[src/sv/contiguous_first_fit_allocator_unit_assert.svh]
// Assertion macros for the contiguous first-fit allocator.
`ifndef CONTIGUOUS_FIRST_FIT_ALLOCATOR_UNIT_ASSERT_SVH
`define CONTIGUOUS_FIRST_FIT_ALLOCATOR_UNIT_ASSERT_SVH

// Same-cycle implication, sampled on clock and disabled during reset.
`define CFFA_ASSERT_NOW(label, cond, prop) \
   label: assert property (@(posedge clock) disable iff (reset) (cond) |-> (prop)) \
      else $error("allocator check failed");

// Next-cycle implication, sampled on clock and disabled during reset.
`define CFFA_ASSERT_NEXT(label, cond, prop) \
   label: assert property (@(posedge clock) disable iff (reset) (cond) |=> (prop)) \
      else $error("allocator check failed");

`endif

[src/sv/cffa_pkg.sv]
// Shared types and constants for the contiguous first-fit allocator.
`default_nettype none

package cffa_pkg;

   localparam int MAX_BLOCKS_DEF = 256;

   localparam int SIZE_W    = 24;
   localparam int BS_W      = 16;
   localparam int BC_W      = 9;
   localparam int START_W   = 8;
   localparam int DIV_CNT_W = 5;

   localparam int CSR_IDX_W  = 8;
   localparam int CSR_DATA_W = 16;

   localparam logic [CSR_IDX_W-1:0] CSR_BLOCK_SIZE  = CSR_IDX_W'(0);
   localparam logic [CSR_IDX_W-1:0] CSR_BLOCK_COUNT = CSR_IDX_W'(1);

   localparam logic [BS_W-1:0] BLOCK_SIZE_RST  = BS_W'(1);
   localparam logic [BC_W-1:0] BLOCK_COUNT_RST = BC_W'(256);

   typedef enum logic [2:0] {
      ST_CLEAR,
      ST_IDLE,
      ST_DIV,
      ST_NEED,
      ST_SCAN,
      ST_MARK,
      ST_RESULT
   } state_type;

endpackage

`default_nettype wire

[src/sv/cffa_channels.sv]
// Valid/ready channel interfaces for request, response and register writes.
`default_nettype none

interface cffa_req_if;
   logic                          valid;
   logic                          ready;
   logic [cffa_pkg::SIZE_W-1:0]   file_size;

   modport source (output valid, output file_size, input ready);
   modport sink   (input valid, input file_size, output ready);
endinterface

interface cffa_rsp_if;
   logic                          valid;
   logic                          ready;
   logic                          status;
   logic [cffa_pkg::START_W-1:0]  start_block;
   logic [cffa_pkg::SIZE_W-1:0]   blocks_needed;

   modport source (output valid, output status, output start_block,
                   output blocks_needed, input ready);
   modport sink   (input valid, input status, input start_block,
                   input blocks_needed, output ready);
endinterface

interface cffa_csr_if;
   logic                             valid;
   logic                             ready;
   logic [cffa_pkg::CSR_IDX_W-1:0]   index;
   logic [cffa_pkg::CSR_DATA_W-1:0]  data;

   modport source (output valid, output index, output data, input ready);
   modport sink   (input valid, input index, input data, output ready);
endinterface

`default_nettype wire

[src/sv/contiguous_first_fit_allocator_unit.sv]
// Contiguous first-fit block allocator with bit-serial divider and map scan.
//
//   Channel    Direction  Contents
//   req_chan   in         file_size
//   rsp_chan   out        status, start_block, blocks_needed
//   csr_chan   in         index, data (block_size, block_count)
//
// A request runs a one-bit-per-cycle divide, then, unless the block count is zero
// or over the usable blocks, a map scan (one map bit read per cycle), then marks
// each granted block in the map, and then loads the response register.
// After reset, a clearing pass over all MAX_BLOCKS map entries empties the map
// before the first request transfer; register writes are taken throughout.
// A new request is taken while the previous response waits for its transfer.
`default_nettype none

module contiguous_first_fit_allocator_unit #(
   parameter int MAX_BLOCKS = cffa_pkg::MAX_BLOCKS_DEF
) (
   input  wire logic   clock,
   input  wire logic   reset,
   cffa_req_if.sink    req_chan,
   cffa_rsp_if.source  rsp_chan,
   cffa_csr_if.sink    csr_chan
);

   localparam int IDX_W = (MAX_BLOCKS > 1) ? $clog2(MAX_BLOCKS) : 1;
   localparam int CNT_W = $clog2(MAX_BLOCKS + 1);
   localparam int CMP_W = (CNT_W > cffa_pkg::BC_W) ? CNT_W : cffa_pkg::BC_W;
   localparam int SW    = cffa_pkg::SIZE_W;
   localparam int BW    = cffa_pkg::BS_W;

   cffa_pkg::state_type state_ff, state_in;

   logic [BW-1:0]                     bs_cfg_ff, bs_cfg_in;
   logic [cffa_pkg::BC_W-1:0]         bc_cfg_ff, bc_cfg_in;
   logic [BW-1:0]                     bs_ff, bs_in;
   logic [CNT_W-1:0]                  limit_ff, limit_in;
   logic [SW-1:0]                     dvd_ff, dvd_in;
   logic [BW-1:0]                     rem_ff, rem_in;
   logic [cffa_pkg::DIV_CNT_W-1:0]    div_cnt_ff, div_cnt_in;
   logic [SW-1:0]                     need_ff, need_in;
   logic [CNT_W-1:0]                  run_ff, run_in;
   logic [IDX_W-1:0]                  scan_idx_ff, scan_idx_in;
   logic                              issue_done_ff, issue_done_in;
   logic                              chk_vld_ff, chk_vld_in;
   logic [IDX_W-1:0]                  chk_idx_ff, chk_idx_in;
   logic                              found_ff, found_in;
   logic [IDX_W-1:0]                  start_ff, start_in;
   logic [IDX_W-1:0]                  mark_addr_ff, mark_addr_in;
   logic [CNT_W-1:0]                  mark_left_ff, mark_left_in;
   logic [IDX_W-1:0]                  clr_addr_ff, clr_addr_in;
   logic                              rsp_valid_ff, rsp_valid_in;
   logic                              rsp_status_ff, rsp_status_in;
   logic [cffa_pkg::START_W-1:0]      rsp_start_ff, rsp_start_in;
   logic [SW-1:0]                     rsp_need_ff, rsp_need_in;

   logic                              used_map_ff [MAX_BLOCKS];
   logic                              rd_data_ff;

   logic                              req_ready;
   logic                              req_take;
   logic                              wr_en;
   logic [IDX_W-1:0]                  wr_addr;
   logic                              wr_data;
   logic [IDX_W-1:0]                  rd_addr;
   logic                              scan_issue;
   logic                              load_rsp;

   logic [BW:0]                       rem_sh;
   logic [BW:0]                       rem_sub;
   logic                              div_ge;
   logic [SW-1:0]                     need_calc;
   logic                              need_reject;
   logic [CNT_W-1:0]                  run_inc;
   logic                              hit;
   logic                              miss_end;
   logic [CNT_W-1:0]                  start_calc;
   logic [CMP_W-1:0]                  bc_ext;

   assign req_take = req_chan.valid && req_ready;

   assign rem_sh  = {rem_ff, dvd_ff[SW-1]};
   assign rem_sub = rem_sh - {1'b0, bs_ff};
   assign div_ge  = (rem_sh >= {1'b0, bs_ff});

   assign need_calc   = dvd_ff + SW'(rem_ff != '0);
   assign need_reject = (need_calc == '0) || (need_calc > SW'(limit_ff));

   assign run_inc    = run_ff + CNT_W'(1);
   assign hit        = (state_ff == cffa_pkg::ST_SCAN) && chk_vld_ff && !rd_data_ff &&
                       (run_inc == CNT_W'(need_ff));
   assign miss_end   = (state_ff == cffa_pkg::ST_SCAN) && chk_vld_ff && !hit &&
                       (CNT_W'(chk_idx_ff) == (limit_ff - CNT_W'(1)));
   assign start_calc = CNT_W'(chk_idx_ff) + CNT_W'(1) - run_inc;
   assign bc_ext     = CMP_W'(bc_cfg_ff);

   always_comb begin
      state_in = state_ff;
      case (state_ff)
         cffa_pkg::ST_CLEAR: begin
            if (clr_addr_ff == IDX_W'(MAX_BLOCKS - 1)) begin
               state_in = cffa_pkg::ST_IDLE;
            end
         end
         cffa_pkg::ST_IDLE: begin
            if (req_take) begin
               state_in = cffa_pkg::ST_DIV;
            end
         end
         cffa_pkg::ST_DIV: begin
            if (div_cnt_ff == cffa_pkg::DIV_CNT_W'(SW - 1)) begin
               state_in = cffa_pkg::ST_NEED;
            end
         end
         cffa_pkg::ST_NEED: begin
            state_in = need_reject ? cffa_pkg::ST_RESULT : cffa_pkg::ST_SCAN;
         end
         cffa_pkg::ST_SCAN: begin
            if (hit) begin
               state_in = cffa_pkg::ST_MARK;
            end else if (miss_end) begin
               state_in = cffa_pkg::ST_RESULT;
            end
         end
         cffa_pkg::ST_MARK: begin
            if (mark_left_ff == CNT_W'(1)) begin
               state_in = cffa_pkg::ST_RESULT;
            end
         end
         cffa_pkg::ST_RESULT: begin
            if (load_rsp) begin
               state_in = cffa_pkg::ST_IDLE;
            end
         end
         default: begin
            state_in = cffa_pkg::ST_IDLE;
         end
      endcase
   end

   always_comb begin
      req_ready  = 1'b0;
      wr_en      = 1'b0;
      wr_addr    = mark_addr_ff;
      wr_data    = 1'b1;
      rd_addr    = scan_idx_ff;
      scan_issue = 1'b0;
      load_rsp   = 1'b0;
      case (state_ff)
         cffa_pkg::ST_CLEAR: begin
            wr_en   = 1'b1;
            wr_addr = clr_addr_ff;
            wr_data = 1'b0;
         end
         cffa_pkg::ST_IDLE: begin
            req_ready = 1'b1;
         end
         cffa_pkg::ST_SCAN: begin
            scan_issue = !issue_done_ff;
         end
         cffa_pkg::ST_MARK: begin
            wr_en = 1'b1;
         end
         cffa_pkg::ST_RESULT: begin
            load_rsp = !rsp_valid_ff || rsp_chan.ready;
         end
         default: begin
            req_ready = 1'b0;
         end
      endcase
   end

   always_comb begin
      bs_cfg_in     = bs_cfg_ff;
      bc_cfg_in     = bc_cfg_ff;
      bs_in         = bs_ff;
      limit_in      = limit_ff;
      dvd_in        = dvd_ff;
      rem_in        = rem_ff;
      div_cnt_in    = div_cnt_ff;
      need_in       = need_ff;
      run_in        = run_ff;
      scan_idx_in   = scan_idx_ff;
      issue_done_in = issue_done_ff;
      chk_vld_in    = scan_issue;
      chk_idx_in    = scan_idx_ff;
      found_in      = found_ff;
      start_in      = start_ff;
      mark_addr_in  = mark_addr_ff;
      mark_left_in  = mark_left_ff;
      clr_addr_in   = clr_addr_ff;
      rsp_status_in = rsp_status_ff;
      rsp_start_in  = rsp_start_ff;
      rsp_need_in   = rsp_need_ff;
      rsp_valid_in  = rsp_valid_ff && !rsp_chan.ready;

      if (csr_chan.valid) begin
         if (csr_chan.index == cffa_pkg::CSR_BLOCK_SIZE) begin
            bs_cfg_in = csr_chan.data[BW-1:0];
         end else if (csr_chan.index == cffa_pkg::CSR_BLOCK_COUNT) begin
            bc_cfg_in = csr_chan.data[cffa_pkg::BC_W-1:0];
         end
      end

      case (state_ff)
         cffa_pkg::ST_CLEAR: begin
            clr_addr_in = clr_addr_ff + IDX_W'(1);
         end
         cffa_pkg::ST_IDLE: begin
            if (req_take) begin
               dvd_in     = req_chan.file_size;
               rem_in     = '0;
               div_cnt_in = '0;
               bs_in      = (bs_cfg_ff == '0) ? BW'(1) : bs_cfg_ff;
               limit_in   = (bc_ext > CMP_W'(MAX_BLOCKS)) ? CNT_W'(MAX_BLOCKS)
                                                          : CNT_W'(bc_cfg_ff);
            end
         end
         cffa_pkg::ST_DIV: begin
            dvd_in     = {dvd_ff[SW-2:0], div_ge};
            rem_in     = div_ge ? rem_sub[BW-1:0] : rem_sh[BW-1:0];
            div_cnt_in = div_cnt_ff + cffa_pkg::DIV_CNT_W'(1);
         end
         cffa_pkg::ST_NEED: begin
            need_in       = need_calc;
            found_in      = (need_calc == '0);
            start_in      = '0;
            run_in        = '0;
            scan_idx_in   = '0;
            issue_done_in = 1'b0;
         end
         cffa_pkg::ST_SCAN: begin
            if (scan_issue) begin
               if (CNT_W'(scan_idx_ff) == (limit_ff - CNT_W'(1))) begin
                  issue_done_in = 1'b1;
               end else begin
                  scan_idx_in = scan_idx_ff + IDX_W'(1);
               end
            end
            if (chk_vld_ff) begin
               run_in = rd_data_ff ? '0 : run_inc;
            end
            if (hit) begin
               found_in     = 1'b1;
               start_in     = IDX_W'(start_calc);
               mark_addr_in = IDX_W'(start_calc);
               mark_left_in = run_inc;
            end
         end
         cffa_pkg::ST_MARK: begin
            mark_addr_in = mark_addr_ff + IDX_W'(1);
            mark_left_in = mark_left_ff - CNT_W'(1);
         end
         cffa_pkg::ST_RESULT: begin
            if (load_rsp) begin
               rsp_valid_in  = 1'b1;
               rsp_status_in = !found_ff;
               rsp_start_in  = cffa_pkg::START_W'(start_ff);
               rsp_need_in   = need_ff;
            end
         end
         default: begin
            clr_addr_in = clr_addr_ff;
         end
      endcase
   end

   always_ff @(posedge clock) begin
      if (reset) begin
         state_ff      <= cffa_pkg::ST_CLEAR;
         clr_addr_ff   <= '0;
         bs_cfg_ff     <= cffa_pkg::BLOCK_SIZE_RST;
         bc_cfg_ff     <= cffa_pkg::BLOCK_COUNT_RST;
         div_cnt_ff    <= '0;
         issue_done_ff <= 1'b0;
         chk_vld_ff    <= 1'b0;
         rsp_valid_ff  <= 1'b0;
      end else begin
         state_ff      <= state_in;
         clr_addr_ff   <= clr_addr_in;
         bs_cfg_ff     <= bs_cfg_in;
         bc_cfg_ff     <= bc_cfg_in;
         div_cnt_ff    <= div_cnt_in;
         issue_done_ff <= issue_done_in;
         chk_vld_ff    <= chk_vld_in;
         rsp_valid_ff  <= rsp_valid_in;
      end
   end

   always_ff @(posedge clock) begin
      bs_ff         <= bs_in;
      limit_ff      <= limit_in;
      dvd_ff        <= dvd_in;
      rem_ff        <= rem_in;
      need_ff       <= need_in;
      run_ff        <= run_in;
      scan_idx_ff   <= scan_idx_in;
      chk_idx_ff    <= chk_idx_in;
      found_ff      <= found_in;
      start_ff      <= start_in;
      mark_addr_ff  <= mark_addr_in;
      mark_left_ff  <= mark_left_in;
      rsp_status_ff <= rsp_status_in;
      rsp_start_ff  <= rsp_start_in;
      rsp_need_ff   <= rsp_need_in;
   end

   always_ff @(posedge clock) begin
      if (wr_en) begin
         used_map_ff[wr_addr] <= wr_data;
      end
      rd_data_ff <= used_map_ff[rd_addr];
   end

   assign req_chan.ready         = req_ready;
   assign csr_chan.ready         = 1'b1;
   assign rsp_chan.valid         = rsp_valid_ff;
   assign rsp_chan.status        = rsp_status_ff;
   assign rsp_chan.start_block   = rsp_start_ff;
   assign rsp_chan.blocks_needed = rsp_need_ff;

`include "contiguous_first_fit_allocator_unit_assert.svh"

   `CFFA_ASSERT_NEXT(a_rem_below_divisor,
      (state_ff == cffa_pkg::ST_DIV) && (div_cnt_ff == cffa_pkg::DIV_CNT_W'(SW - 1)),
      rem_ff < bs_ff)

   `CFFA_ASSERT_NOW(a_run_below_need,
      state_ff == cffa_pkg::ST_SCAN,
      run_ff < CNT_W'(need_ff))

   `CFFA_ASSERT_NOW(a_grant_within_limit,
      load_rsp && found_ff,
      (SW'(start_ff) + need_ff) <= SW'(limit_ff))

endmodule

`default_nettype wire
[src/flat_wrapper.sv]
// flat-port wrapper written by rule: the top's interface ports become plain ports
module contiguous_first_fit_allocator_unit_flat 
#(
   parameter int MAX_BLOCKS = cffa_pkg::MAX_BLOCKS_DEF
)
  (clock, reset, req_chan_valid, req_chan_file_size, req_chan_ready, rsp_chan_valid, rsp_chan_status, rsp_chan_start_block, rsp_chan_blocks_needed, rsp_chan_ready, csr_chan_valid, csr_chan_index, csr_chan_data, csr_chan_ready);
  cffa_req_if req_chan_i ();
  cffa_rsp_if rsp_chan_i ();
  cffa_csr_if csr_chan_i ();
  input  wire logic clock;
  input  wire logic reset;
  input wire logic [$bits(req_chan_i.valid)-1:0] req_chan_valid;
  input wire logic [$bits(req_chan_i.file_size)-1:0] req_chan_file_size;
  output wire logic [$bits(req_chan_i.ready)-1:0] req_chan_ready;
  output wire logic [$bits(rsp_chan_i.valid)-1:0] rsp_chan_valid;
  output wire logic [$bits(rsp_chan_i.status)-1:0] rsp_chan_status;
  output wire logic [$bits(rsp_chan_i.start_block)-1:0] rsp_chan_start_block;
  output wire logic [$bits(rsp_chan_i.blocks_needed)-1:0] rsp_chan_blocks_needed;
  input wire logic [$bits(rsp_chan_i.ready)-1:0] rsp_chan_ready;
  input wire logic [$bits(csr_chan_i.valid)-1:0] csr_chan_valid;
  input wire logic [$bits(csr_chan_i.index)-1:0] csr_chan_index;
  input wire logic [$bits(csr_chan_i.data)-1:0] csr_chan_data;
  output wire logic [$bits(csr_chan_i.ready)-1:0] csr_chan_ready;
  assign req_chan_i.valid = req_chan_valid;
  assign req_chan_i.file_size = req_chan_file_size;
  assign req_chan_ready = req_chan_i.ready;
  assign rsp_chan_valid = rsp_chan_i.valid;
  assign rsp_chan_status = rsp_chan_i.status;
  assign rsp_chan_start_block = rsp_chan_i.start_block;
  assign rsp_chan_blocks_needed = rsp_chan_i.blocks_needed;
  assign rsp_chan_i.ready = rsp_chan_ready;
  assign csr_chan_i.valid = csr_chan_valid;
  assign csr_chan_i.index = csr_chan_index;
  assign csr_chan_i.data = csr_chan_data;
  assign csr_chan_ready = csr_chan_i.ready;
  contiguous_first_fit_allocator_unit #(.MAX_BLOCKS(MAX_BLOCKS)) u_core (.clock(clock), .reset(reset), .req_chan(req_chan_i), .rsp_chan(rsp_chan_i), .csr_chan(csr_chan_i));
endmodule
[config.mk]
export PLATFORM = sky130hd
export DESIGN_NAME = contiguous_first_fit_allocator_unit_flat
export DESIGN_NICKNAME = d
export VERILOG_FILES = /design/src/sv/cffa_pkg.sv /design/src/sv/cffa_channels.sv /design/src/sv/contiguous_first_fit_allocator_unit.sv /design/src/flat_wrapper.sv
export VERILOG_INCLUDE_DIRS = /design/src /design/src/sv
export SDC_FILE = /design/constraint.sdc
export NUM_CORES = 1
export LEC_CHECK = 0
export BUFFER_PORTS_ARGS = -buffer_cell sky130_fd_sc_hd__buf_2
export CORE_MARGIN = 3
export CORE_UTILIZATION = 55
export DETAILED_ROUTE_END_ITERATION = 10
export PLACE_DENSITY = 0.72
export RECOVER_POWER = 100
export SLEW_MARGIN = 10
export SYNTH_ARGS = -nofsm -noshare
export SYNTH_HDL_FRONTEND = slang
export SYNTH_SLANG_ARGS = --single-unit
[constraint.sdc]
create_clock -name clock -period 8.6 [get_ports clock]
set_input_delay 2.58 -clock clock [delete_from_list [all_inputs] [get_ports clock]]
set_output_delay 2.58 -clock clock [all_outputs]
set_load 0.02 [all_outputs]
# --- Word level (Yosys, flattened, before mapping) ---
# Memories as Yosys holds them, arrays and structs flattened. A register that Yosys moved wholly into a read port is not among the register bits.
# Cells that the tools add are included.
classes:
  addsub: 11
  mul: 0
  div: 0
  order_cmp: 3
  eq_ne: 24
  shifts: 0
  n_mux: 42
  bitwise: 1
  reduce_logical: 35
ops:
  columns: ["op", "n"]
  rows:
  - ["$pmux 24 s2", 1]
  - ["$pmux 8 s2", 3]
  - ["$pmux 9 s2", 2]
  - ["$add 8x1->8 const B", 4]
  - ["$mux 16", 2]
  - ["$mux 8", 4]
  - ["$pmux 16 s2", 1]
  - ["$mux 9", 3]
  - ["$add 24x1->24", 1]
  - ["$gt 24x9->1", 1]
  - ["$logic_not 24->1", 1]
  - ["$mux 24", 1]
  - ["$mux 3", 7]
  - ["$pmux 3 s7", 1]
  - ["$eq 8x9->1", 2]
  - ["$sub 9x1->9 const B", 2]
  - ["$ge 17x16->1", 1]
  - ["$logic_not 16->1", 1]
  - ["$ne 2x1->1 const B", 8]
  - ["$reduce_bool 16->1", 1]
  - ["$sub 16x16->16", 1]
  - ["$reduce_and 2->1", 7]
  - ["$mux 1", 12]
  - ["$pmux 5 s2", 1]
  - ["other kinds (27)", 48]
word_totals:
  regBits: 217
  latchBits: 0
  ramBits: 256
  romBits: 0
  input_bits: 53
  elab_cells: 140
  mem_count: 1
mem_list:
  columns: ["memory", "words", "word_bits", "rd", "rd_clocked_by_memory_dff", "write_ports", "line", "source"]
  rows:
  - ["u_core.used_map_ff", 256, 1, 1, 1, 1, "contiguous_first_fit_allocator_unit.sv:57", "logic used_map_ff [MAX_BLOCKS];"]

# --- Longest topological paths before layout ---
logic_depth:
  depth_word: 10
  depth_mapped: 15

# --- Worst setup path after synthesis ---
# Ideal clock, no wire load.
synth_timing:
  kind: "register to register"
  start: "reg u_core.state_ff[2]"
  end: "mem u_core.used_map_ff[106] (enable)"
  arrival_time_ns: 6.507
  path_slack_ns: 1.839
  path_stages_with_launch: 10
  n_path_buf: 4
  period_less_slack_ns: 6.761
  cell_sequence: "dfxtp_1 > clkbuf_1 > nor3_1 > inv_1 > clkbuf_1 > clkbuf_1 > o32ai_1 > nand2_1 > clkbuf_1 > nor2_1"
synth_between:
  elab_chain_cells: 5
  word_cells_on_any_way: 7
  cone_classes: "eq/ne: 1; mux: 4; reduce/logical: 2"
synth_lines:
  columns: ["item", "line", "source"]
  rows:
  - ["start: declaration", "contiguous_first_fit_allocator_unit.sv:32", "cffa_pkg::state_type state_ff, state_in;"]
  - ["start signal: assignment", "contiguous_first_fit_allocator_unit.sv:270", "state_ff <= cffa_pkg::ST_CLEAR;"]
  - ["start signal: assignment", "contiguous_first_fit_allocator_unit.sv:279", "state_ff <= state_in;"]
  - ["$eq 3x3->1 or $logic_not 3->1 (tied branches)", "contiguous_first_fit_allocator_unit.sv:149", "case (state_ff)"]
  - ["$reduce_or 2->1 (no source line)", null, null]
  - ["$mux 1", "contiguous_first_fit_allocator_unit.sv:149", null]
  - ["$mux 1", "contiguous_first_fit_allocator_unit.sv:309", "if (wr_en) begin"]
  - ["$mux 1 (implied by the code)", "contiguous_first_fit_allocator_unit.sv:310", "used_map_ff[wr_addr] <= wr_data;"]
  - ["end: declaration", "contiguous_first_fit_allocator_unit.sv:57", null]
# Several ways; a longest one is shown, not always the timed one.

==> out/qor.txt <==
Core Box Area: 0.0392 sq mm
RSZ-0062 raised after global routing: no
CP required: 9070 ps
Final #Nets: 1,927
vias per std cell: 5.95
Post-CTS Hold Fix Bufs: 0
syn_nets: 1,893
combinational share of power: 1.3%
hold path startpoint: u_core.start_ff[3]$_SDFFCE_PN0P_
initial antenna violation count: 2
CTS H-tree lvls: 2
Placer Congestion: 0.839
initial core utilization: 56.4%
Synth top area share: 57.2%
CTS tree: yes
layout cell share with drive strength beyond 1: 10.8%
Cells after Synth: 1,790
WP data arrival: 6240 ps
GRT Util Overall: 23.5%
EDFF count, synth: 421
width of the die: 207 microns
fmax: 173 MHz
Die ar.: 0.0427 sq mm
worst hold slack: 418 ps
Root Buffer: clkbuf_16
Final WS setup: 2830 ps
DPL Wire Length: 30,500 microns
Slew @ Worst Pin: 2630 ps
Cell Area, Synth: 0.0221 sq mm
Max VDD drop: 202 uV
first-pass GRT wire length: 77,000 microns
YS warnings: 0
Internal Power: 3.70 mW
violated checks: capacitance limit, slew limit
critical path launch point type: register
area leader, netlist: edfxtp_1
pre-CTS WS: 4020 ps
status: complete, but fails checks
Max FO, Critical Path: 42
CP Class: reg2reg
hold crit path type: reg2reg
final hold vios: 0
post-synthesis sequential area ratio: 62.0%
ANT nets after route: 0
Pre-antenna DRT Iters: 6
die height: 207 microns
vias in the first global route: 13,800
remaining global-route overflow: 0
Clk pin slew, worst setup/hold paths: 60 ps
Seq pwr share: 53.6%
Clock Skew: 48.6 ps
final setup vio count: 0
Final min period: 5770 ps
clock buffer depth: 3
ys async rst share: 0%
Psw: 919 uW
Final TNS setup: 0 ps
crit end category: register
Post-DP Area: 0.0229 sq mm
final instance area: 0.0243 sq mm
port buffer count: 87
Final Power: 4.62 mW
WL per Instance: 20.7 microns
Placed Cells incl. Taps: 2,291
Pwr Density: 190 mW/mm^2
Clk pwr share: 45.1%
Leak: 7.52 nW
# IOs: 89
DRC: 0
Resized Gates After CTS: 0
routed wire length: 49,200 microns
Finished Core Util: 62.0%
CTS Buf Count: 49
Slew Limit Headroom: -75.4%
r2r startpoint: u_core.chk_idx_in[1]$_SDFFCE_PN0P_
syn_area_per_cell: 12.4 sq um
sw frac: 19.9%
max-cap viol count: 7
final cell count without fillers: 2,374
Vias: 14,100
Main synth FF type: edfxtp_1
Slew Limit Fails: 225
synth top area cells: edfxtp_1 (57%), mux4_2 (6.6%), nor2_1 (6.5%)
TritonCTS Sinks: 474
post-CTS setup buffers: 0
Period Utilization, post-route: 67.1%
Fill cells: 3,064
row count: 72
post-synth cell types: 68
Clock Latency Late Sink: 600 ps
DR iter-0 viols: 1,553
largest net degree at the start of global routing: 141
Antenna diodes: 0
Area Overhead vs Synth: 9.88%
worst setup path startpoint: u_core.chk_idx_in[1]$_SDFFCE_PN0P_
synthesized flop and latch total: 474
## cell usage after synthesis, drive strengths merged (27+ instances only)
cell / number
a21oi: 36
o21ai: 27
xor2: 39
mux2i: 35
clkbuf: 98
ha: 48
dfxtp: 53
edfxtp: 421
xnor2: 56
nand2: 167
nand3: 32
mux4: 65
inv: 54
nor2: 383
## layout by cell type, fill, tap and decap left out, types with 5 or more instances in the layout
cell / instances
a22o_1: 9
inv_1: 53
o31ai_1: 5
nand3_1: 32
o221ai_1: 5
buf_4: 6
clkinv_2: 8
bufinv_16: 5
a221oi_1: 8
a21o_1: 8
mux2i_1: 35
buf_2: 47
and3_1: 17
edfxtp_1: 421
dfxtp_1: 53
xor2_1: 39
nand3b_1: 15
ha_1: 48
a21oi_1: 36
or3_1: 9
xnor2_1: 56
nand2_1: 167
nand4_1: 24
nor4_1: 18
o21ai_0: 27
nand2b_1: 6
nor3_1: 20
o21bai_1: 5
a22oi_1: 21
mux4_2: 65
clkbuf_16: 49
nor2_1: 382
clkbuf_1: 54
nor2b_1: 17
## power by group through the flow
stage	clock network, mW	logic, mW	registers (mW)
after global placement	0	0.0595	2.53
after CTS	2.11	0.0609	2.48
after global routing	2.21	0.0652	2.48
after floorplan	0	0.0302	2.52
after detailed placement	0	0.0605	2.53
final	2.08	0.0606	2.48
## flip-flops by register name, indices dropped and copies added, names as in the netlist, 16 cells and up
| register | count |
|---|---|
| u_core.rem_ff | 16 |
| u_core.dvd_ff | 24 |
| u_core.used_map_ff | 256 |
| u_core.bs_ff | 16 |
| u_core.bs_cfg_ff | 16 |
| u_core.rsp_chan.blocks_needed | 24 |
| u_core.need_ff | 24 |
## routing by layer
metal / share of wire [%] / track usage [%]
met3: 8.1 / 5.21
met1: 42 / 33.1
met2: 47 / 37.1
met4: 2.7 / 7.22
met5: 0.055 / 0
## worst max-delay path, cell delays in order, from the launching register on
cell      delay [ps]
edfxtp_1         320
clkbuf_1        1420
clkbuf_1        1950
mux4_2           460
a22o_1           270
a221oi_1         490
o221ai_1         220
mux4_2           480
## cells by family (layout without fill, tap and decap cells)
kind of cell	count (synthesis)	after routing	synth area share, %
buffers and inverters	170	236	3.01
other	1	1	0.0170
xor gates and xnor gates	99	99	4.17
DFF	474	474	62.0
and+or+nand+nor	729	729	14.4
muxes	104	104	8.41
adders and majority gates	50	50	2.90
AOI/OAI and AO/OA	163	163	5.13
## layout make-up
class,count,area [sq um],share of cell area (%)
timing repair buffer,99,453,1.86
clock buffer,59,1280,5.28
tap,518,648,2.67
clock inverter,24,272,1.12
multi-input combinational,1146,7730,31.8
inverter,54,208,0.855
sequential,474,13700,56.4
## worst paths after layout
kind	to	slack [ps]	cells after the start
worst max register to register	u_core.rd_data_ff$_DFF_P_	2830	7
worst min register to register	u_core.rsp_chan.start_block[3]$_DFFE_PP_	420	0
worst max-delay path	u_core.rd_data_ff$_DFF_P_	2830	7
worst min-delay path	u_core.rsp_chan.start_block[3]$_DFFE_PP_	420	0
No activity file was read; power rests on OpenSTA's default activity.
